===== src/hw/rtl/rrs_mul.sv =====
// Shift-and-add multiplier that consumes one multiplier bit per cycle.
module rrs_mul #(
   parameter int AW = 64,
   parameter int BW = 11
) (
   input  logic             clock,
   input  logic             reset,
   input  logic             start,
   input  logic [AW-1:0]    a,
   input  logic [BW-1:0]    b,
   output logic             busy,
   output logic [AW+BW-1:0] prod
);

   localparam int CW = $clog2(BW + 1);

   logic             busy_ff;
   logic [CW-1:0]    cnt_ff;
   logic [AW-1:0]    a_ff;
   logic [BW-1:0]    b_ff;
   logic [AW+BW-1:0] acc_ff;

   always_ff @(posedge clock) begin
      if (reset) begin
         busy_ff <= 1'b0;
         cnt_ff  <= '0;
      end else if (start) begin
         busy_ff <= 1'b1;
         cnt_ff  <= CW'(BW);
      end else if (busy_ff) begin
         cnt_ff <= cnt_ff - 1'b1;
         if (cnt_ff == CW'(1)) begin
            busy_ff <= 1'b0;
         end
      end
   end

   always_ff @(posedge clock) begin
      if (start) begin
         a_ff   <= a;
         b_ff   <= b;
         acc_ff <= '0;
      end else if (busy_ff) begin
         acc_ff <= {acc_ff[AW+BW-2:0], 1'b0} + (b_ff[BW-1] ? (AW+BW)'(a_ff) : '0);
         b_ff   <= {b_ff[BW-2:0], 1'b0};
      end
   end

   assign busy = busy_ff;
   assign prod = acc_ff;

endmodule


===== config.mk =====
export PLATFORM = sky130hd
export DESIGN_NAME = rrs_mul
export DESIGN_NICKNAME = d
export VERILOG_FILES = /design/src/hw/rtl/rrs_mul.sv
export SDC_FILE = /design/constraint.sdc
export NUM_CORES = 1
export LEC_CHECK = 0
export BUFFER_PORTS_ARGS = -buffer_cell sky130_fd_sc_hd__buf_2
export CAP_MARGIN = 10
export CORE_UTILIZATION = 25
export DETAILED_ROUTE_END_ITERATION = 7
export SLEW_MARGIN = 10
export SYNTH_ARGS = -nofsm -noshare
export SYNTH_HDL_FRONTEND = slang
export SYNTH_SLANG_ARGS = --single-unit

===== constraint.sdc =====
create_clock -name clock -period 4.47 [get_ports clock]
set_input_delay 0.894 -clock clock [delete_from_list [all_inputs] [get_ports clock]]
set_output_delay 0.894 -clock clock [all_outputs]
set_load 0.05 [all_outputs]

Word-level counts from Yosys, hierarchy flattened. Cells that the tools add are included.

Mux-type cells: 8. $add $sub $neg: 2. Eq/ne operators: 1. Reduce and logical (&&, ||, !) cells: 2.

Operators with widths (number): adder 75 x 64 -> 75 bit (1); 2-to-1 mux 64 bit (1); 2-to-1 mux 11 bit (2); 2-to-1 mux 4 bit (2); equality test 4 x 1 -> 1 bit, second input constant (1); subtractor 4 x 1 -> 4 bit, second input constant (1); 2-to-1 mux 1 bit (3); nonzero test 2 bit (1); OR reduction 2 bit (1).

Word-level logic and storage cells: 19. Bits of input ports: 78. Output and inout port bits: 76. Flip-flop bits (word level): 155.

Logic depth before layout (Yosys ltp).
Depth in word-level cells: 4. Gate-level depth with buffers: 15. Depth with buffers taken out: 13.

Worst setup path before layout. OpenSTA, ideal clock, no wires.

Kind: register -> register. Start: register b_ff[10]. End: register acc_ff[69], in the netlist prod[69]. Slack: 1247 ps. Stages on the path, launching flop included: 16. Path buffers: 2. Period minus slack after synthesis: 3223 ps. Arrival: 3159 ps. Data required time: 4406 ps. Setup time: 64 ps. Cells stage by stage: edfxtp_1 -> clkbuf_1 -> clkbuf_1 -> and2_1 -> ha_1 -> inv_1 -> fa_1 -> nand2b_1 -> a211oi_1 -> o21ai_0 -> a21oi_1 -> nor3_1 -> o31ai_4 -> a21oi_2 -> or4_1 -> nand3b_1.

Longest elaborated chain between the ends: 2.

Ends and longest elaborated chain: start, declared (line 20) `logic [BW-1:0] b_ff;`; start signal, assigned (line 45) `b_ff <= {b_ff[BW-2:0], 1'b0};`; 2-to-1 mux 64 bit (line 44) `acc_ff <= {acc_ff[AW+BW-2:0], 1'b0} + (b_ff[BW-1] ? (AW+BW)'(a_ff) : '0);`; adder 75 x 64 -> 75 bit (line 44); end signal, assigned (line 44); end, declared (line 21) `logic [AW+BW-1:0] acc_ff;`.

Every way passes these cells. A chain may end at the register's enable or synchronous reset.

Worst setup path in the final report.
Start: register b_ff[10]. End: register acc_ff[74], in the netlist prod[74].

The elaborated chain is that of the path after synthesis.

==> results.toml <==
[timing]
max_freq_mhz = 268
fin_crit_ps = 3730
tns_ps = 0
worstMarginPinSlew_ps = 1020
whs_ps = 478
setup_slack_ps = 742
hold_viol_final = 0
max_slew_margin_pct = 32.1
rsz0062_at_grt = "false"
setup_viol = 0
fin_crit_sh_pct = 83.4
drv_slew = 0
skew_ps = 13.8

[clock_network]
post_cts_buffers = 0
post_cts_resized = 0
root_buffer = "clkbuf_16"
numCtsBuffers = 17
cts.sink_count = 155
insertion_delay_ps = 450
tritoncts = "done"
hold_buffers = 0
cts_buffer_depth = 2
cts_max_level = 4
clk_pin_slew_ps = 70

[logic_synthesis]
syn_inst = 1094
syn-cell-area_mm2 = 0.00979
synth_area_leaders = "edfxtp_1 23%, dfxtp_1 16%, ha_1 8.3%"
yosysWarnings = 0
synthMostInstantiatedCell = "a21oi_1"
synthArstFlopShare_pct = 0
synth_edf_count = 75
synth_area_leader_cell = "edfxtp_1"
synthTopCellsByCount = "96 x a21oi_1, 94 x nor2_1, 92 x nand2_1, 80 x dfxtp_1, 75 x edfxtp_1"
synthFlopType = "dfxtp_1"
seq_area_frac_synth_pct = 39.4
synth_area_per_cell_um2 = 8.95
synthesis.nets = 1238
ys_ff_latch = 155
synth_cell_types = 70
synth_top_area_share_pct = 23.0

[worst_setup_path]
arrival_ps = 4060
crit_required_ps = 4800
critPathLaunchType = "flop"
path_max_fanout = 35
end_kind = "flop"
path_class = "reg -> reg"

[grt]
grt_pass1_vias = 8255
grt_pass1_wl_um = 45200
grt_overflow = 0
grt_max_degree = 62
grt_antenna_before_repair = 0
grt_usage_pct = 14.7

[cells_and_area]
multi_input_area_mm2 = 0.00557
final_net_count = 1360
diodes = 0
areaGrowthSynthToFinish_pct = 18.9
fin_area_mm2 = 0.0116
fillers = 4110
seqCellArea_mm2 = 0.00385
drive_gt1_share_pct = 17.7
fin_cells = 1747

[floorplanning]
die_y_um = 200
start_util_pct = 25.3
die_x_um = 200
core_area_mm2 = 0.0386
io_pins = 154
dieArea_mm2 = 0.0400
rows = 72

[routing]
wirelength_um = 28700
drc_errors = 0
wire_per_inst_um = 16.4
first_pass_iters = 5
vias = 8519
viasPerCell = 4.88
first_iter_violations = 584
detail-route-antenna-nets = 0

[min_path]
hp-class = "reg -> reg"

[power_and_ir_drop]
p_leak_nw = 4.84
irDropWorstVdd_mv = 0.234
power.density_mw_per_mm2 = 355

[placement]
portBuffers = 153
placed_area_mm2 = 0.0111
gp_congestion = 0.888
dpl.cell_count = 1715
post-dp-hpwl_um = 22000
pre_cts_slack_ps = 773

[job]
cap_violations = 0

[run_status]
status = "finished, final reports clean"
through the flow:
stage | power, mW | util (%)
3_5_place_dp | 2.70 | 28.6
4_1_cts | 4.19 | 30.1
5_1_grt | 4.35 | 30.1
3_3_place_gp | 2.70 | 28.6
6_report | 4.13 | 30.1
2_1_floorplan | 2.42 | -
report_power, final:
group	switching (mW)	leakage [nW]	internal, mW
Clock	0.675	0.281	0.788
Sequential	0.0675	1.39	1.61
Combinational	0.663	3.17	0.333
Total	1.40	4.84	2.73
placed cells by master, fill, tap and decap left out, types with 10 or more instances in the layout:
master,count
buf_2,152
a21oi_1,96
nor2_1,93
nand2_1,92
dfxtp_1,79
edfxtp_1,75
o21ai_0,66
and2_1,65
ha_1,65
inv_1,36
nand4_1,36
mux2i_1,36
xnor2_1,33
a21o_1,28
nor3_1,26
nand3_1,21
xor2_1,20
o21bai_1,19
clkbuf_16,17
o21a_1,13
buf_4,11
mux2_2,10
a211oi_1,10
path summary, 6_finish.rpt:
path / slack [ps] / to / cells past startpoint / startpoint
setup reg to reg: 740 / prod[74]$_SDFFE_PP0P_ / 12 / b_ff[10]$_DFFE_PP_
hold reg to reg: 480 / prod[57]$_SDFFE_PP0P_ / 2 / prod[57]$_SDFFE_PP0P_
setup / recovery: 740 / prod[74]$_SDFFE_PP0P_ / 12 / b_ff[10]$_DFFE_PP_
hold / removal: 480 / prod[57]$_SDFFE_PP0P_ / 2 / prod[57]$_SDFFE_PP0P_
final cells by class:
cell class / instances / area share, %
clock inverters: 15 / 1.35
repair buffers: 163 / 7.24
multi-input cells: 842 / 47.9
flip-flops and latches: 155 / 33.1
inverters: 37 / 1.19
well taps: 518 / 5.57
clock buffers: 17 / 3.65
worst max-delay path, stage by stage (launching register included):
cell and delay [ps]:
edfxtp_1 390, buf_4 240, and2_1 180, ha_1 330, and2_1 220, a221o_1 350, o21ai_1 200, nand3_1 170
a31o_2 310, a31oi_2 460, o21a_1 290, nor3_1 90, or3b_1 350
routing by layer:
metal	vias to the layer above	global-route usage, %	routed length (um)
met1	4056	19.3	13300
met3	32	3.66	1790
met5	-	0	0
met2	205	23.3	13100
li1	4226	-	-
met4	0	5.29	575
registers in the layout, summed over array words and instances (netlist names):
register and cells:
prod 75, cnt_ff 4, busy 1, b_ff 11, a_ff 64
logic make-up (layout without fill, tap and decap cells):
group / Yosys count / count (layout) / synth area share [%]
and+or+nand+nor: 374 / 374 / 18.7
AOI/OAI and AO/OA: 303 / 303 / 20.1
DFF: 155 / 155 / 39.4
buffers and inverters: 97 / 232 / 3.76
adders and majority gates: 66 / 66 / 8.51
xor gates and xnor gates: 53 / 53 / 4.74
muxes: 46 / 46 / 4.83
(Power assumes the default switching activity.)
