<file path="src/hw/rtl/rrs_div.sv">
// Restoring divider that produces one quotient bit per cycle.
module rrs_div #(
   parameter int NW = 56,
   parameter int DW = 32
) (
   input  logic          clock,
   input  logic          reset,
   input  logic          start,
   input  logic [NW-1:0] num,
   input  logic [DW-1:0] den,
   output logic          busy,
   output logic [NW-1:0] quo
);

   localparam int CW = $clog2(NW + 1);

   logic          busy_ff;
   logic [CW-1:0] cnt_ff;
   logic [NW-1:0] quo_ff;
   logic [DW-1:0] rem_ff;
   logic [DW-1:0] den_ff;

   logic [DW:0] rem_sh;
   logic        ge;
   logic [DW:0] rem_in;

   always_comb begin
      rem_sh = {rem_ff, quo_ff[NW-1]};
      ge     = rem_sh >= {1'b0, den_ff};
      rem_in = ge ? rem_sh - {1'b0, den_ff} : rem_sh;
   end

   always_ff @(posedge clock) begin
      if (reset) begin
         busy_ff <= 1'b0;
         cnt_ff  <= '0;
      end else if (start) begin
         busy_ff <= 1'b1;
         cnt_ff  <= CW'(NW);
      end else if (busy_ff) begin
         cnt_ff <= cnt_ff - 1'b1;
         if (cnt_ff == CW'(1)) begin
            busy_ff <= 1'b0;
         end
      end
   end

   always_ff @(posedge clock) begin
      if (start) begin
         quo_ff <= num;
         rem_ff <= '0;
         den_ff <= den;
      end else if (busy_ff) begin
         quo_ff <= {quo_ff[NW-2:0], ge};
         rem_ff <= rem_in[DW-1:0];
      end
   end

   assign busy = busy_ff;
   assign quo  = quo_ff;

endmodule

</file>
<file path="config.mk">
export PLATFORM = sky130hd
export DESIGN_NAME = rrs_div
export DESIGN_NICKNAME = d
export VERILOG_FILES = /design/src/hw/rtl/rrs_div.sv
export SDC_FILE = /design/constraint.sdc
export NUM_CORES = 1
export LEC_CHECK = 0
export BUFFER_PORTS_ARGS = -buffer_cell sky130_fd_sc_hd__buf_2
export CELL_PAD_IN_SITES_DETAIL_PLACEMENT = 1
export CELL_PAD_IN_SITES_GLOBAL_PLACEMENT = 2
export CORE_UTILIZATION = 38
export CTS_BUF_LIST = sky130_fd_sc_hd__clkbuf_4 sky130_fd_sc_hd__clkbuf_8 sky130_fd_sc_hd__clkbuf_16
export CTS_CLUSTER_DIAMETER = 60
export CTS_CLUSTER_SIZE = 20
export DETAILED_ROUTE_END_ITERATION = 10
export GPL_ROUTABILITY_DRIVEN = 0
export HOLD_SLACK_MARGIN = 0.15
export PLACE_DENSITY_LB_ADDON = 0.2
export SYNTH_ARGS = -nofsm -noshare
export SYNTH_HDL_FRONTEND = slang
export SYNTH_SLANG_ARGS = --single-unit
</file>
<file path="constraint.sdc">
create_clock -name clock -period 7 [get_ports clock]
set_clock_uncertainty 0.2 [all_clocks]
set_input_delay 0.35 -clock clock [delete_from_list [all_inputs] [get_ports clock]]
set_output_delay 0.35 -clock clock [all_outputs]
set_load 0.005 [all_outputs]
</file>
==> Word-level counts from Yosys, hierarchy flattened <==
Cells that the tools add are included.
{ "word_totals": {"output_inout_bits": 57, "elab_cells": 20, "register_bits": 127, "input_bits": 91} }
{ "op_classes": {"addsub": 2, "n_eq_ne": 1, "order_cmp": 1, "n_reduce_logical": 2, "muxes": 8} }
{ "op_table": {"columns": ["operator", "n"], "rows": [
  ["56-bit 2-to-1 mux", 2],
  ["33-bit by 32-bit >= comparator with 1-bit output", 1],
  ["32-bit 2-to-1 mux", 1],
  ["32-bit subtractor", 1],
  ["6-bit 2-to-1 mux", 2],
  ["6-bit by 1-bit equality test with 1-bit output (second input constant)", 1],
  ["6-bit by 1-bit subtractor with 6-bit output (second input constant)", 1],
  ["1-bit 2-to-1 mux", 3],
  ["2-bit nonzero test", 1],
  ["2-bit OR reduction", 1]
]} }

==> Logic depth before layout (Yosys ltp) <==
Gate-level depths: netlist (run 1).
{ "depth": {"depth_word": 4, "mapped_depth": 13, "depth_no_buf": 12} }

==> Least setup slack after synthesis (run 1) <==
No wires, ideal clock.
{ "synth_timing": {"path_kind": "reg-to-reg", "from": "reg quo_ff[55], in the netlist quo[55]", "to": "reg rem_ff[28]", "stages_incl_launch_ff": 13, "synth_period_minus_slack_ps": 2761, "setup_ps": 86, "path_buffers": 0, "setup_slack_ps": 4239, "t_required_ps": 6714, "arrival_ps": 2476, "path_cell_list": "edfxtp_1 inv_1 ha_1 fa_1 nor2b_1 o31a_1 nor3b_1 o221ai_1 a211o_1 a211oi_2 xnor2_1 mux2i_1 a211oi_1"} }
{ "synth_via": {"elab_chain_cells": 2, "elab_cells_between_ends": 3} }
{ "synth_rtl": {"columns": ["element", "line", "text"], "rows": [
  ["start: declaration", "19", "logic [NW-1:0] quo_ff;"],
  ["start signal: assignment", "50", "quo_ff <= num;"],
  ["start signal: assignment", "54", "quo_ff <= {quo_ff[NW-2:0], ge};"],
  ["32-bit subtractor / 33-bit by 32-bit >= comparator with 1-bit output (equally long branches)", "30, 29", null],
  ["32-bit 2-to-1 mux *", "30", "rem_in = ge ? rem_sh - {1'b0, den_ff} : rem_sh;"],
  ["end signal: assignment", "55", "rem_ff <= rem_in[DW-1:0];"],
  ["end: declaration", "20", "logic [DW-1:0] rem_ff;"]
]} }
Every way passes the cells marked *; elsewhere a longest branch is shown, timed or not.
A chain may end at the register's enable or synchronous reset.

==> Worst setup path after layout (run 1) <==
{ "layout_timing": {"from": "reg den_ff[1]", "to": "reg rem_ff[19]"} }
{ "layout_via": {"elab_chain_cells": 2, "elab_cells_between_ends": 3} }
{ "layout_rtl": {"columns": ["element", "line", "text"], "rows": [
  ["start: declaration", "21", "logic [DW-1:0] den_ff;"],
  ["start signal: assignment", "52", "den_ff <= den;"],
  ["32-bit subtractor / 33-bit by 32-bit >= comparator with 1-bit output (equally long branches)", "30, 29", null],
  ["32-bit 2-to-1 mux *", "30", null]
]} }
Marked as above.

==> run summary, run 1 <==
## Place
* **dpl hpwl** 13.1 mm
* **Port Buffer Count** 147
* **Placement Cell Area** 7860 um^2
* **placed cell count** 993

## Die
* **overall die height** 137 um
* **die width** 137 um
* **die area** 18800 um^2
* **number of rows created at floorplan** 49
* **number of primary I/O pins** 148
* **area of the core** 18000 um^2
* **initial cell density of the core** 0.387

## Pwr
* **pwr/cell area** 259 nW/um^2
* **leakage dissipation** 3.92 nW
* **Power, Total** 0.00242 W
* **worst vdd rail ir drop** 0.158 mV

## Route
* **via count of the routed design** 5744
* **Avg WL per Cell** 18.1 um
* **violation count after the first detailed-route iteration** 203
* **ratio of routed vias to standard cells** 5.16
* **post-route DRC violation count** 0
* **detailed-route wire length** 20.2 mm
* **detailed-routing iteration count for the pre-antenna-repair pass** 6
* **Routed Antenna Nets** 0

## Global routing
* **combined global-route utilization of all metal layers** 0.225
* **largest net degree at the start of global routing** 57
* **global-route wire length before repair** 32.4 mm
* **Overflow after GRT** 0
* **number of global-route vias before repair** 6274
* **initial antenna violation count** 0

## Critical path
* **origin of the critical flop-to-flop path** den_ff[1]
* **capture point of the worst reg-to-reg path** rem_ff[19]
* **maximum fanout encountered on the critical timing path** 28
* **Critical Path Max Stage Delay** 0.62 ns
* **CP required** 7.13 ns
* **arrival time of the worst setup path** 3.81 ns
* **reg2reg setup slack** 3.32 ns
* **CP Launch Type** flop
* **crit path capture** rem_ff[19]
* **buffering stage count on the worst path with inverters included** 2
* **master of the slowest instance on the critical path** sky130_fd_sc_hd__o21ai_4
* **type of the setup path with the least slack** reg2reg
* **Critical Path Sink Type** flop
* **origin of the worst setup path** den_ff[1]
* **Stages on worst setup path** 12
* **crit-path cells** inv_1 > ha_1 > nand2_1 > o21ai_2 > a211oi_2 > o31ai_4 > a31oi_2 > o21ai_4 > buf_4 > nor2_1 > a41o_1 > a211oi_1
* **path depth of the worst reg2reg path** 12
* **cell class contributing the biggest share of worst-path delay** compound AO/OA/AOI/OAI gates

## CTS
* **source-to-sink clock delay at the later pin of the worst-skew pair** 0.43 ns
* **CTS clock-pin slew for the worst setup and hold paths** 0.06 ns
* **number of instances resized during post-cts repair** 0
* **Inserted Clock Buffers** 17
* **CTS tree** yes
* **clk sink count** 127
* **H-tree depth** 4
* **clock tree root driver cell** sky130_fd_sc_hd__clkbuf_16
* **post-CTS repair timing setup buffer count** 0
* **maximum clock insertion buffer count** 2

## Final layout
* **most used cells in the layout excluding fill and tap cells** 146 x sky130_fd_sc_hd__buf_2, 89 x sky130_fd_sc_hd__dlygate4sd3_1, 88 x sky130_fd_sc_hd__edfxtp_1
* **final standard cell count with taps included and fillers excluded** 1113
* **area delta synth->final** 34.7%
* **final non-filler cell area** 9350 um^2
* **most common cell after layout, fill and taps aside** sky130_fd_sc_hd__buf_2
* **antenna cell count** 0
* **Nets** 998
* **layout cells sized above 1** 0.283

## Timing
* **Final setup violation count** 0
* **ratio of final minimum period to clock period** 0.526
* **Least-Margin Pin Slew** 0.721 ns
* **Slew Limit Headroom** 0.519
* **unrepaired setup endpoints after global routing** false
* **Min Hold Slack** 0.199 ns
* **max-slew violation total from the final report** 0
* **accumulated negative setup slack** 0 ns
* **hold violation total from the final report** 0
* **Peak Freq** 0.272 GHz
* **fin crit period** 3.68 ns

## Synthesis
* **area share of the leading cell type in the synthesized netlist** 0.381
* **Yosys warnings** 0
* **sequential element share of the synthesized area** 0.493
* **Cell variety after synth** 63
* **number of enable-type register cells in the synthesized netlist** 88
* **top flip-flop cell by instance count after synthesis** sky130_fd_sc_hd__edfxtp_1
* **top cell type by total area after synthesis** sky130_fd_sc_hd__edfxtp_1
* **Syn Area/Cell** 10.7 um^2
* **number of storage elements in the synthesis netlist** 127
* **Post-Synthesis Cells** 648
* **Net Count, Synth** 774
* **Mapped Area** 6940 um^2
* **async set or reset register ratio after synthesis** 0
* **top cells by area in the synthesized netlist** sky130_fd_sc_hd__edfxtp_1 38%, sky130_fd_sc_hd__dfxtp_1 11%, sky130_fd_sc_hd__mux2_2 9.2%

## Run status
* **run status** completed

## Min path
* **Hold Path Class** in2reg

## Run
* **MaxCap Viol Count** 0

==> cell usage after synthesis, drive strengths merged, types with 2 or more instances <==
library cell,n
a21o,10
clkbuf,30
nor3,14
o211ai,5
a31oi,6
edfxtp,88
a211o,3
nand3,9
inv,44
buf,6
nand3b,4
nand4,8
o21ai,38
nor2,63
and3,2
nor3b,2
nand2b,2
a31o,2
dfxtp,39
a2111oi,2
a41oi,2
o21a,2
mux2i,12
xnor2,18
nand2,40
ha,34
o31ai,2
xor2,12
a211oi,33
nor2b,5
o21bai,2
a21boi,2
mux2,57
a21oi,32
==> what timing repair did <==
item	CTS	global route
endpoints found under the setup margin	0	0
endpoints found under the hold margin	95	0
hold buffers	89	0
==> cell families after synthesis <==
group / synth area share
AOI/OAI and AO/OA: 0.148
xor gates and xnor gates: 0.0378
adders and majority gates: 0.0642
buffers and inverters: 0.0454
DFF: 0.493
muxes: 0.110
and+or+nand+nor: 0.102
==> cell type report <==
class | instances | area [um^2]
fill | 1971 | 8610
sequential | 127 | 3420
multi-input combinational | 441 | 3200
timing repair buffer | 241 | 1670
clock buffer | 17 | 425
tap | 229 | 287
clock inverter | 14 | 181
inverter | 44 | 165
==> worst min-delay path by stage <==
stage | end | depth (start not counted) | from
floorplan | busy | 1 | reset
global placement | rem_ff[1] | 2 | rem_ff[1]
detailed placement | rem_ff[1] | 2 | rem_ff[1]
CTS | den_ff[24] | 1 | start
global route | den_ff[24] | 1 | start
finish | den_ff[24] | 1 | start
==> stage by stage <==
step / worst slack, ns / util
2_1_floorplan: 4.24 / -
3_3_place_gp: 3.39 / 0.437
3_5_place_dp: 3.27 / 0.437
4_1_cts: 3.24 / 0.521
5_1_grt: 3.01 / 0.521
6_report: 3.32 / 0.521
==> power breakdown <==
| part | switching [W] | total, W | leakage, nW | internal [W] |
|---|---|---|---|---|
| Clock | 0.000368 | 0.000934 | 0.297 | 0.000565 |
| Combinational | 0.000300 | 0.000554 | 2.43 | 0.000254 |
| Sequential | 0.0000480 | 0.000936 | 1.20 | 0.000888 |
==> layer usage <==
metal | routed length [um] | vias to the layer above | track usage | share of wire
met2 | 10300 | 142 | 0.402 | 0.51
met5 | 0 | - | 0 | 0
li1 | - | 2822 | - | -
met1 | 8530 | 2763 | 0.260 | 0.42
met3 | 1170 | 17 | 0.0692 | 0.058
met4 | 206 | 0 | 0.0592 | 0.010
==> registers in the layout, indices dropped and copies added (netlist names) <==
name	flops
busy	1
cnt_ff	6
den_ff	32
quo	56
rem_ff	32
Power figures use the tool's default switching activity.
==> inputs of run 2 (changes only) <==
CORE_UTILIZATION = 35   (was 38)
clock period = 3.5 ns   (was 7 ns; I/O delays follow)
==> run 2 against run 1 <==
Net effect:
- fmax rose by 14%
- combinational power up 110%
- hold slack improved by 0.060 ns
- core utilization down 3.4 points
- critical endpoint is now rem_ff[28]
- power increased by 100%
- final cell count increased by 3.8%
==> run summary, run 2 (synthesis results as in run 1) <==
## Route
* **detailed-routing iteration count for the pre-antenna-repair pass** 5
* **Routed Antenna Nets** 0
* **via count of the routed design** 5849
* **top routing layer in use** met4
* **met2 routed WL** 10.7 mm
* **Metal-1 WL** 8.77 mm
* **detailed-route wire length** 20.7 mm
* **post-route DRC violation count** 0
* **ratio of routed vias to standard cells** 5.06
* **WL met3** 1.12 mm
* **Avg WL per Cell** 17.9 um
* **violation count after the first detailed-route iteration** 218

## Timing
* **Peak Freq** 0.310 GHz
* **Least-Margin Pin Slew** 1.09 ns
* **unrepaired setup endpoints after global routing** false
* **hold violation total from the final report** 0
* **Final setup violation count** 0
* **Slew Limit Headroom** 0.273
* **max-slew violation total from the final report** 0
* **accumulated negative setup slack** 0 ns
* **Min Hold Slack** 0.259 ns
* **fin crit period** 3.22 ns
* **ratio of final minimum period to clock period** 0.921

## Pwr
* **internal power component** 0.00346 W
* **relative contribution of the clock network to total power** 0.391
* **pwr/cell area** 523 nW/um^2
* **Comb pwr share** 0.230
* **switch share** 0.301
* **sequential group share of total power** 0.378
* **leakage dissipation** 3.97 nW
* **Switching Power** 0.00149 W
* **worst vdd rail ir drop** 0.294 mV

## Place
* **dpl hpwl** 13.5 mm
* **placed cell count** 1033
* **Port Buffer Count** 147

## CTS
* **clock tree root driver cell** sky130_fd_sc_hd__clkbuf_16
* **clk sink count** 127
* **Inserted Clock Buffers** 17
* **maximum clock insertion buffer count** 2
* **post-CTS repair timing setup buffer count** 0
* **CTS clock-pin slew for the worst setup and hold paths** 0.06 ns
* **H-tree depth** 4
* **CTS tree** yes
* **source-to-sink clock delay at the later pin of the worst-skew pair** 0.43 ns

## Final layout
* **layout cells sized above 1** 0.289
* **fillcell total** 2159
* **area delta synth->final** 36.5%
* **most used cells in the layout excluding fill and tap cells** 146 x sky130_fd_sc_hd__buf_2, 90 x sky130_fd_sc_hd__dlygate4sd3_1, 88 x sky130_fd_sc_hd__edfxtp_1
* **most common cell after layout, fill and taps aside** sky130_fd_sc_hd__buf_2
* **flip-flop count of the largest register, all copies and words added** 56
* **antenna cell count** 0
* **final standard cell count with taps included and fillers excluded** 1155
* **Nets** 1003

## Critical path
* **maximum fanout encountered on the critical timing path** 4
* **CP Launch Type** flop
* **Critical Path Sink Type** flop
* **CP required** 3.64 ns
* **type of the setup path with the least slack** reg2reg
* **arrival time of the worst setup path** 3.36 ns
* **origin of the critical flop-to-flop path** quo[55]
* **origin of the worst setup path** quo[55]

## Global routing
* **largest net degree at the start of global routing** 65
* **initial antenna violation count** 0
* **Overflow after GRT** 0
* **global-route wire length before repair** 33.2 mm
* **combined global-route utilization of all metal layers** 0.211
* **number of global-route vias before repair** 6352

## Run
* **MaxCap Viol Count** 0

## Die
* **initial cell density of the core** 0.357
* **overall die height** 143 um
* **area of the core** 19500 um^2
* **die width** 143 um
* **die area** 20400 um^2
* **number of primary I/O pins** 148
* **number of rows created at floorplan** 51

## Run status
* **run status** completed

## Min path
* **Hold Path Class** in2reg
* **worst hold path startpoint** den[27]

[run 2: layout make-up]
cell class	instances	area [um^2]	share of cell area
multi-input combinational	441	3210	0.339
clock buffer	18	433	0.0457
tap	265	332	0.0350
inverter	44	165	0.0174
sequential	127	3420	0.361
timing repair buffer	246	1720	0.181
clock inverter	14	194	0.0205
[run 2: worst max-delay path: stages, from the launching register on]
cell and delay, ns:
sky130_fd_sc_hd__edfxtp_1 0.41, sky130_fd_sc_hd__inv_1 0.08, sky130_fd_sc_hd__ha_1 0.21, sky130_fd_sc_hd__fa_1 0.21, sky130_fd_sc_hd__nor2b_1 0.07, sky130_fd_sc_hd__o31a_1 0.29, sky130_fd_sc_hd__nor3b_1 0.22, sky130_fd_sc_hd__o221ai_1 0.29
sky130_fd_sc_hd__a211o_1 0.43, sky130_fd_sc_hd__a211oi_2 0.24, sky130_fd_sc_hd__xnor2_1 0.15, sky130_fd_sc_hd__mux2i_1 0.10, sky130_fd_sc_hd__a211oi_1 0.24
[run 2: worst paths after layout]
check	endpoint	slack, ns	depth (start not counted)
hold reg to reg	rem_ff[9]	0.31	2
hold / removal	den_ff[27]	0.26	2
setup reg to reg	rem_ff[28]	0.28	12
setup / recovery	rem_ff[28]	0.28	12
[run 2: through the flow]
step                      area, um^2  setup WS [ns]  total power (W)  utilization
after floorplan                 6940          0.739          0.00259            -
after global placement          7940          0.323          0.00292        0.408
after detailed placement        7940          0.278          0.00295        0.408
after CTS                       9470          0.242          0.00498        0.487
after global routing            9480         0.0632          0.00519        0.487
final                           9480          0.277          0.00495        0.487
[run 2: power groups by stage]
stage | Clock [W] | Sequential, W | Combinational [W]
floorplan | 0 | 0.00188 | 0.000717
global placement | 0 | 0.00189 | 0.00103
detailed placement | 0 | 0.00190 | 0.00105
CTS | 0.00198 | 0.00187 | 0.00114
global route | 0.00204 | 0.00189 | 0.00126
finish | 0.00194 | 0.00187 | 0.00114
[run 2: repair_timing]
action	in CTS	in global routing
hold endpoints to repair	129	0
endpoints found under the setup margin	0	1
resized for setup	0	1
hold buffers	90	0
[run 2: metal layers]
metal  vias up  global-route usage
li1       2832                   -
met1      2866               0.243
met2       134               0.384
met3        17              0.0620
met4         0              0.0475
met5         -                   0
