## config.mk

```make
export PLATFORM = sky130hd
export DESIGN_NAME = rrs_sqrt
export DESIGN_NICKNAME = d
export VERILOG_FILES = /design/src/hw/rtl/rrs_sqrt.sv
export SDC_FILE = /design/constraint.sdc
export NUM_CORES = 1
export LEC_CHECK = 0
export ABC_AREA = 1
export CAP_MARGIN = 15
export CORE_ASPECT_RATIO = 0.8
export CORE_MARGIN = 2
export CORE_UTILIZATION = 64
export DETAILED_ROUTE_END_ITERATION = 8
export DONT_BUFFER_PORTS = 1
export PLACE_DENSITY = 0.89
export SLEW_MARGIN = 20
export SYNTH_ARGS = -nofsm -noshare
export SYNTH_HDL_FRONTEND = slang
export SYNTH_SLANG_ARGS = --single-unit
```

## constraint.sdc

```tcl
create_clock -name clock -period 3.4 [get_ports clock]
set_clock_uncertainty 0.05 [all_clocks]
set_input_delay 0.34 -clock clock [delete_from_list [all_inputs] [get_ports clock]]
set_output_delay 0.34 -clock clock [all_outputs]
set_load 0.005 [all_outputs]
```

## src/hw/rtl/rrs_sqrt.sv

```systemverilog
// Integer square root that settles one root bit per cycle.
module rrs_sqrt #(
   parameter int RW = 28
) (
   input  logic            clock,
   input  logic            reset,
   input  logic            start,
   input  logic [2*RW-1:0] value,
   output logic            busy,
   output logic [RW-1:0]   root
);

   localparam int CW = $clog2(RW + 1);

   logic            busy_ff;
   logic [CW-1:0]   cnt_ff;
   logic [2*RW-1:0] v_ff;
   logic [RW+1:0]   rem_ff;
   logic [RW-1:0]   root_ff;

   logic [RW+3:0] rem_sh;
   logic [RW+3:0] trial;
   logic          ge;
   logic [RW+3:0] rem_in;

   always_comb begin
      rem_sh = {rem_ff, v_ff[2*RW-1:2*RW-2]};
      trial  = {2'b00, root_ff, 2'b01};
      ge     = rem_sh >= trial;
      rem_in = ge ? rem_sh - trial : rem_sh;
   end

   always_ff @(posedge clock) begin
      if (reset) begin
         busy_ff <= 1'b0;
         cnt_ff  <= '0;
      end else if (start) begin
         busy_ff <= 1'b1;
         cnt_ff  <= CW'(RW);
      end else if (busy_ff) begin
         cnt_ff <= cnt_ff - 1'b1;
         if (cnt_ff == CW'(1)) begin
            busy_ff <= 1'b0;
         end
      end
   end

   always_ff @(posedge clock) begin
      if (start) begin
         v_ff    <= value;
         rem_ff  <= '0;
         root_ff <= '0;
      end else if (busy_ff) begin
         v_ff    <= {v_ff[2*RW-3:0], 2'b00};
         rem_ff  <= rem_in[RW+1:0];
         root_ff <= {root_ff[RW-2:0], ge};
      end
   end

   assign busy = busy_ff;
   assign root = root_ff;

endmodule

```

Word level (Yosys, flattened, before mapping)
Index checks and enable logic that the tools add are counted.
- $add $sub $neg: 2
- $lt $le $gt $ge: 1
- eq/ne operators: 1
- mux-type cells: 8
- reduce and logical (&&, ||, !) cells: 2
- operator list (cell ; number):
    2-to-1 mux 56 bit ; 2
    greater-or-equal comparator 32 x 30 -> 1 bit ; 1
    2-to-1 mux 30 bit ; 1
    subtractor 30 bit ; 1
    2-to-1 mux 5 bit ; 2
    equality test 5 x 1 -> 1 bit (second input constant) ; 1
    subtractor 5 x 1 -> 5 bit (second input constant) ; 1
    2-to-1 mux 1 bit ; 3
    nonzero test 2 bit ; 1
    OR reduction 2 bit ; 1
- register bits after elaboration: 120
- input bits: 59
- output and inout bits: 29
- word-level logic and storage cells: 20

Logic depth before layout (Yosys ltp)
Gate-level depths: netlist of the first run.
- depth after elaboration: 4
- depth in mapped cells: 16
- mapped depth without buffers: 16

Least setup slack after synthesis of the first run
No wires, ideal clock.
- kind: input port to flip-flop
- from: in start
- to: reg v_ff[0] (enable)
- library setup time: 0.442 ns
- arrival: 2.576 ns
- data required time: 2.908 ns
- setup slack: 0.331 ns
- cell stages on the path: 4
- path buffers: 2
- cell sequence: clkbuf_1 nor2_1 inv_1 clkbuf_1
- longest elaborated chain between the ends: 1
- ends and longest elaborated chain (what ; RTL line ; text):
    start, declared ; 7 ; input logic start,
    nonzero test 2 bit (no source line) ; n/a ;
    end signal, assigned ; 50 ; v_ff <= value;
    end signal, assigned ; 54 ; v_ff <= {v_ff[2*RW-3:0], 2'b00};
    end, declared ; 17 ; logic [2*RW-1:0] v_ff;
Every way passes these cells.
A chain may end at the register's enable or synchronous reset.

Worst setup path in the final report of the first run
- from: reg root_ff[19], in the netlist root[19]
- to: reg rem_ff[12]
- longest elaborated chain between the ends: 2
- ends and longest elaborated chain (what ; RTL line ; text):
    start, declared ; 19 ; logic [RW-1:0] root_ff;
    start signal, assigned ; 56 ; root_ff <= {root_ff[RW-2:0], ge};
    greater-or-equal comparator 32 x 30 -> 1 bit ; 29 ; ge = rem_sh >= trial;
    2-to-1 mux 30 bit ; 30 ; rem_in = ge ? rem_sh - trial : rem_sh;
    end signal, assigned ; 55 ; rem_ff <= rem_in[RW+1:0];
    end, declared ; 18 ; logic [RW+1:0] rem_ff;
Every way passes these cells.

==> results of run 1 <==
==> kinds of logic (layout without fill, tap and decap cells) <==
logic type / Yosys count / after routing / synth area share (%)
AOI/OAI and AO/OA: 101 / 101 / 8.60
and+or+nand+nor: 548 / 548 / 32.3
adders and majority gates: 32 / 32 / 5.69
buffers and inverters: 168 / 178 / 9.37
xor gates and xnor gates: 16 / 16 / 1.99
DFF: 120 / 120 / 42.1
==> path summary, 6_finish.rpt <==
check	end	from	slack [ns]
setup / recovery	rem_ff[12]	root[19]	0.93
hold / removal	v_ff[1]	value[1]	0.05
setup reg to reg	rem_ff[12]	root[19]	0.93
hold reg to reg	rem_ff[28]	rem_ff[28]	0.41
==> metrics by stage <==
step	worst slack, ns	util, %	hold WS (ns)	area, sq um
2_1_floorplan	0.331	-	0.359	7040
3_3_place_gp	1.03	66.1	0.362	7140
4_1_cts	0.940	71.6	0.0357	7730
6_report	0.932	71.6	0.0461	7730
5_1_grt	0.702	71.6	0.0371	7730
3_5_place_dp	0.974	66.1	0.365	7140
==> flip-flops by register name, indices dropped and copies added, names as in the netlist <==
name    count
v_ff       56
busy        1
cnt_ff      5
rem_ff     30
root       28
==> repair_timing <==
action,in CTS,in global routing
hold buffers,2,0
setup buffers,0,0
endpoints found under the hold margin,6,0
==> routing by layer <==
metal	vias to the layer above	wire length, um
li1	3130	-
met1	2874	7470
met2	266	7570
met3	26	1490
met4	0	248
met5	-	0
==> Yosys cell counts <==
master,n,area [sq um]
a21oi_2,2,17.5
clkbuf_1,20,75.1
nand2_2,9,56.3
nor2_1,61,229
a211oi_1,2,15.0
nand3_1,38,190
buf_2,5,25.0
nand3_2,4,40.0
buf_6,2,22.5
o31ai_1,3,22.5
clkinv_1,1,3.75
or2_1,1,6.26
xnor2_1,9,78.8
a31o_2,1,8.76
nor2_2,3,18.8
a21o_1,2,15.0
buf_1,1,3.75
o21bai_1,2,15.0
a21oi_4,1,16.3
xor2_1,7,61.3
nand2_4,2,22.5
o21ai_1,3,15.0
buf_4,2,15.0
a21oi_1,28,140
a31oi_1,2,12.5
dfxtp_1,64,1280
nand2_8,1,20.0
edfxtp_1,56,1680
o211ai_1,7,52.6
nand3b_1,2,15.0
o22ai_1,28,175
nand2_1,398,1490
ha_1,32,400
o21ai_0,20,100
and2_1,2,12.5
inv_1,131,492
nor2_4,2,22.5
or2_2,5,31.3
nor3_1,9,45.0
inv_2,6,22.5
nand4_1,11,68.8
==> final cells by class <==
class | count | area (sq um)
inverter | 138 | 519
sequential | 120 | 2960
fill | 909 | 3070
tap | 144 | 180
timing repair buffer | 8 | 77.6
clock inverter | 15 | 150
multi-input combinational | 697 | 3420
clock buffer | 17 | 425
==> worst register-to-register path: stages, from the launching register on <==
cell and delay, ns:
dfxtp_1 0.35, inv_1 0.08, ha_1 0.36, nand2_1 0.09
nand2_1 0.05, inv_1 0.07, nor2_1 0.05, nor2_2 0.14
nand2_2 0.10, a21oi_4 0.26, nand2_8 0.23, or2_2 0.36
nand3_1 0.07, o21ai_0 0.08
==> summary.md, run 1 <==
| Metric | Value |
|---|---|
| Status | finished clean |
| Rows | 34 |
| Fraction of layout cells with a size suffix above 1 | roughly 7.3% |
| Synthesis-stage register bit count | 120 |
| Setup_tns | 0 ns |
| Syn avg cell area | 7.15 sq um |
| Mean number of vias per cell | 5.53 |
| Starting density of the core | 65.2% |
| Slew headroom | between 60% and 70% |
| Critical path class | reg2reg |
| Post-CTS Resized | 0 |
| Critical path launch point type | register |
| First-pass GRT wire length | 27.5 mm |
| Fmax | 0.405 GHz |
| Max Transition Viols Final | 0 |
| Detailed Route Iter0 Violations | 567 |
| CTS Buf Count | 17 |
| GRT met3 Usage | 7.36% |
| Die area | 11900 sq um |
| Post-synthesis cell type count | 41 |
| M2 GR Usage | 45.6% |
| GRT overflow | 0 |
| Core Box Area | 10800 sq um |
| Layer with the highest usage | met2 |
| Commonest non-fill, non-tap cell in the layout | nand2_1 |
| Share of the clock period used by the worst path | 72.6% |
| Max Buffers Root-to-Sink | 2 |
| Syn Std Cell Area | 7040 sq um |
| Wirelength per Cell | 14.7 um |
| Total I/O pin count | 88 |
| Reg2reg path depth | 13 |
| Synth Instances | 985 |
| Initial antenna violation count | 0 |
| Clock transition at path regs | ~0.060 ns |
| CP peak stage delay | 0.36 ns |
| Worst-Margin Slew | 0.546 ns |
| CP Capture Type | register |
| Fin. Hold Viols | 0 |
| Worst Path Max Fanout | 46 |
| All-Layer GR Usage | between 20% and 30% |
| Die X | 121 um |
| Critical path's top delay family | simple AND/OR/NAND/NOR gates |
| Post-route ant nets | 0 |
| Routed vias | 6296 |
| Cell chain of the critical path | inv_1 -> ha_1 -> nand2_1 -> nand2_1 -> inv_1 -> nor2_1 -> nor2_2 -> nand2_2 -> a21oi_4 -> nand2_8 -> or2_2 -> nand3_1 -> o21ai_0 |
| Most frequent cells in the layout | nand2_1 (398), inv_1 (130), dfxtp_1 (64) |
| Area growth syn-to-layout | 9.85% |
| Clock latency on the worst-skew pair | 0.42 ns |
| DR DRC count | 0 |
| Post-Place Cells | 1105 |
| CTS sink cnt | 120 |
| WHS Path Cells | 2 |
| Root Buffer | clkbuf_16 |
| Port bufs | 0 |
| Worst EP required | 3.63 ns |
| Post-Route WL | 16.8 mm |
| Fin crit period | roughly 2.5 ns |
| Gp weighted congestion | 0.994 |
| Post-DP HPWL | about 11 mm |
| Pin count of the biggest net entering global routing | 62 |
| Yosys Warn Count | 0 |
| Vias in the first global route | around 5700 |
| Max H-tree Level | 4 |
| Final nets | 1073 |
| RSZ-0062 raised after global routing | false |
| Crit path buffers/inverters | 2 |
| Die Y | ~98 um |
| Setup violations, final | 0 |
| Syn nets | 1076 |
| Levels on crit path | 13 |
| Layout Cells excl Fill | 1139 |
| Ant diodes | 0 |
| CTS tree | built |
| First-pass DRT Iterations | 7 |
| Arr. time, crit path | 2.70 ns |
| Sequential area share after synthesis | 42.1% |
| Max cap viols | 0 |
| Slowest stage cell, crit path | ha_1 |
| M1 GR Usage | about two fifths |
| Tightest Hold Check Type | in2reg |
Power of run 1 is not shown: default switching activity piles up to over one toggle a cycle in this logic, so the estimate is an artifact.
==> run 2, diff against run 1 <==
--- a/config.mk
+++ b/config.mk
@@ -5,7 +5,7 @@
 export SDC_FILE = /design/constraint.sdc
 export NUM_CORES = 1
 export LEC_CHECK = 0
-export ABC_AREA = 1
+export ABC_AREA = 0
 export CAP_MARGIN = 15
 export CORE_ASPECT_RATIO = 0.8
 export CORE_MARGIN = 2
==> constraint.sdc (replaced) <==
create_clock -name clock -period 2.6 [get_ports clock]
set_clock_uncertainty 0.05 [all_clocks]
set_input_delay 0.26 -clock clock [delete_from_list [all_inputs] [get_ports clock]]
set_output_delay 0.26 -clock clock [all_outputs]
set_load 0.005 [all_outputs]
==> run 2 against run 1 <==
The run now ends with negative hold slack, negative setup slack left; flip-flop and latch count did not move; sequential share of layout area fell by 4.1 points; critical path type unchanged; cell area rose by 13%; first-iteration DRC count rose by 34%; count of clock-buffer cells in the layout rose by 1; worst hold slack got worse by 0.056 ns; worst setup slack got worse by 1.1 ns; largest cell class unchanged; register-to-register slack got worse by 1.1 ns; global-route usage rose by 4.5 points; utilization rose by 13 points; critical path depth fell by 2.
==> summary.md, run 2 <==
| Metric | Value |
|---|---|
| Status | finished, violations left |
| Failing checks | negative hold slack, negative setup slack |
| Setup ws final | -0.151 ns (-1.08 ns) |
| Gp weighted congestion | 0.933 (-6.1%) |
| Sequential cell area | 2990 sq um (+0.76%) |
| Slew headroom | 53.2% (-10 points) |
| Commonest non-fill, non-tap cell in the layout | buf_4 |
| Root Buffer | clkbuf_16 |
| Post-DP HPWL | 11.2 mm (-2.2%) |
| Min Hold Slack | -0.0104 ns (-0.0565 ns) |
| Lkg Pwr | 3.43 nW |
| Reg2reg end | rem_ff[7] |
| Arr. time, crit path | 3.03 ns (+0.33 ns) |
| Critical path launch point type | register |
| Critical path's top delay family | compound AO/OA/AOI/OAI gates |
| Routed vias | 6132 (-2.6%) |
| PwrDens | 1260 nW/um^2 |
| Syn avg cell area | 10.2 sq um (+43%) |
| Die area | 11400 sq um (-3.8%) |
| Final nets | 837 (-22%) |
| Post-synth top cells | nor2_1 (66), dfxtp_1 (64), edfxtp_1 (56) |
| Layout Cells excl Fill | 900 (-21%) |
| Fin. Hold Viols | 13 (+13) |
| First-pass GRT wire length | 29.8 mm (+8.4%) |
| Syn nets | 753 (-30%) |
| All-Layer GR Usage | 34.0% (+4.5 points) |
| Area growth syn-to-layout | 28.9% |
| Reg-to-reg slack, setup | -0.15 ns (-1.08 ns) |
| Worst-Margin Slew | 0.700 ns (+0.154 ns) |
| Port bufs | 0 (unchanged) |
| Die X | 119 um (-1.9%) |
| CTS sink cnt | 120 (unchanged) |
| Most frequent cells in the layout | buf_4 (86), nor2_1 (65), edfxtp_1 (56) |
| Critical path class | reg2reg |
| Core Box Area | 10300 sq um (-4.9%) |
| Clock transition at path regs | 0.07 ns (about the same) |
| Cell area after layout | 8720 sq um (+13%) |
| Syn Std Cell Area | 6770 sq um (-3.9%) |
| Reg with most FFs | v_ff |
| Post-Place Cells | 832 (-25%) |
| First-pass DRT Iterations | 6 (-1) |
| GRT overflow | 0 (unchanged) |
| Asr flop ratio synth | 0% (unchanged) |
| Maximum vdd ir drop | 0.722 mV |
| Worst slack, placed | -0.125 ns (-1.10 ns) |
| Max FFs per register | 56 (unchanged) |
| CP Capture Type | register |
| Max Transition Viols Final | 0 (unchanged) |
| Top-count cell post-synth | nor2_1 |
| Placed instance area | 7300 sq um (+2.2%) |
| Post-Route WL | 22.3 mm (+33%) |
| Yosys top cell area share | 24.9% (+0.97 points) |
| Post-route ant nets | 0 (unchanged) |
| Detailed Route Iter0 Violations | 761 (+34%) |
| Initial antenna violation count | 1 (+1) |
| Tightest Hold Check Type | in2reg |
| Max Buffers Root-to-Sink | 2 (unchanged) |
| Wirelength per Cell | 24.8 um (+68%) |
| Rows | 33 (-2.9%) |
| Mean number of vias per cell | 6.81 (+23%) |
| Synth Instances | 662 (-33%) |
| Area contributors post-synth | edfxtp_1 (25%), dfxtp_1 (19%), mux2_2 (9.0%) |
| Worst EP required | 2.88 ns (-0.75 ns) |
| Reg2reg path depth | 11 (-2) |
| Setup violations, final | 27 (+27) |
| Max cap viols | 0 (unchanged) |
| Number of flops mapped to enable cells by yosys | 56 (unchanged) |
| Fin crit period | 2.75 ns (+0.283 ns) |
| Vias in the first global route | 5852 (+2.4%) |
| CTS Buf Count | 17 (unchanged) |
| Total I/O pin count | 88 (unchanged) |
| RSZ-0062 raised after global routing | true |
| Starting density of the core | 65.8% (+0.65 points) |
| DR DRC count | 0 (unchanged) |
| Pwr Total | ~11 mW |
| Area of the multi-input gates | 3900 sq um (+14%) |
| Cell chain of the critical path | inv_1 -> ha_1 -> nor2_1 -> o21ai_0 -> o21a_1 -> a31oi_1 -> a31o_2 -> nor2_1 -> buf_4 -> nand2_1 -> a311oi_2 |
| Sequential area share after synthesis | 43.8% (+1.7 points) |
| Worst Path Max Fanout | 11 (-76%) |
| Levels on crit path | 11 (-2) |
| CP peak stage delay | 0.35 ns (about the same) |
| Max H-tree Level | 4 (unchanged) |
| Crit path buffers/inverters | 2 (unchanged) |
| Origin of the worst setup path | root[26] |
| Pin count of the biggest net entering global routing | 65 (+4.8%) |
| Yosys Warn Count | 0 (unchanged) |
| Main synth FF type | dfxtp_1 |
| Fraction of layout cells with a size suffix above 1 | 37.9% (+31 points) |
| Clock latency on the worst-skew pair | 0.44 ns (+0.02 ns) |
| CTS tree | built |
| Crit path capture | rem_ff[7] |
| Fmax | 0.364 GHz (-10%) |
| Layout fillers | 468 (-49%) |
| FF-to-FF Start | root[26] |
| Die Y | 96.0 um (-1.9%) |
| Slowest stage cell, crit path | dfxtp_1 |
| Leading area contributor after synthesis | edfxtp_1 |
| Post-synthesis cell type count | 63 (+54%) |
| Share of the clock period used by the worst path | 106% (+33 points) |
| Synthesis-stage register bit count | 120 (unchanged) |
| Worst path most repeated cell | nor2_1 |
## run 2: kinds of logic after synthesis
kind of cell,synth area share [%]
muxes,13.0
AOI/OAI and AO/OA,17.0
buffers and inverters,4.81
and+or+nand+nor,11.5
xor gates and xnor gates,4.01
DFF,43.8
adders and majority gates,5.92
## run 2: repair_timing
action | 4_1_cts | 5_1_grt
pin swaps | 21 | 33
resized for setup | 47 | 68
hold buffers | 4 | 8
cloned | 2 | 0
hold endpoints to repair | 53 | 8
endpoints found under the setup margin | 27 | 31
buffers inserted | 12 | 11
## run 2: how the worst min path moves through the flow
stage,start,endpoint,cells past startpoint
finish,value[31],v_ff[31],1
detailed placement,reset,busy,1
CTS,value[0],v_ff[0],1
floorplan,reset,busy,1
global route,value[32],v_ff[32],1
global placement,reset,busy,1
## run 2: metrics by stage
stage                     util, %  TNS [ns]
after floorplan                 -         0
after global placement       71.0         0
after detailed placement     71.0     -1.79
after CTS                    80.8    -0.235
after global routing         84.8     -5.28
final                        84.8     -2.39
## run 2: area by class of cell
class	count	share of cell area (%)
timing repair buffer	104	10.2
multi-input combinational	464	44.7
inverter	39	1.68
clock buffer	18	4.92
tap	140	2.01
clock inverter	14	2.28
antenna	1	0.0287
sequential	120	34.2
## run 2: metal layers
layer / vias to the layer above / share of wire [%] / global-route usage, %
li1: 2569 / - / -
met1: 2892 / 35 / 39.0
met2: 481 / 47 / 57.9
met3: 190 / 10 / 10.7
met4: 0 / 7.5 / 17.7
met5: - / 0 / 0
## run 2: where the power goes
| group | leakage (nW) | switching [mW] | internal [mW] |
|---|---|---|---|
| clock network | 0.305 | 0.978 | 1.61 |
| logic | 2.03 | 3.33 | 2.65 |
| registers | 1.09 | 0.193 | 2.23 |
No activity file was read; power rests on OpenSTA's default activity.
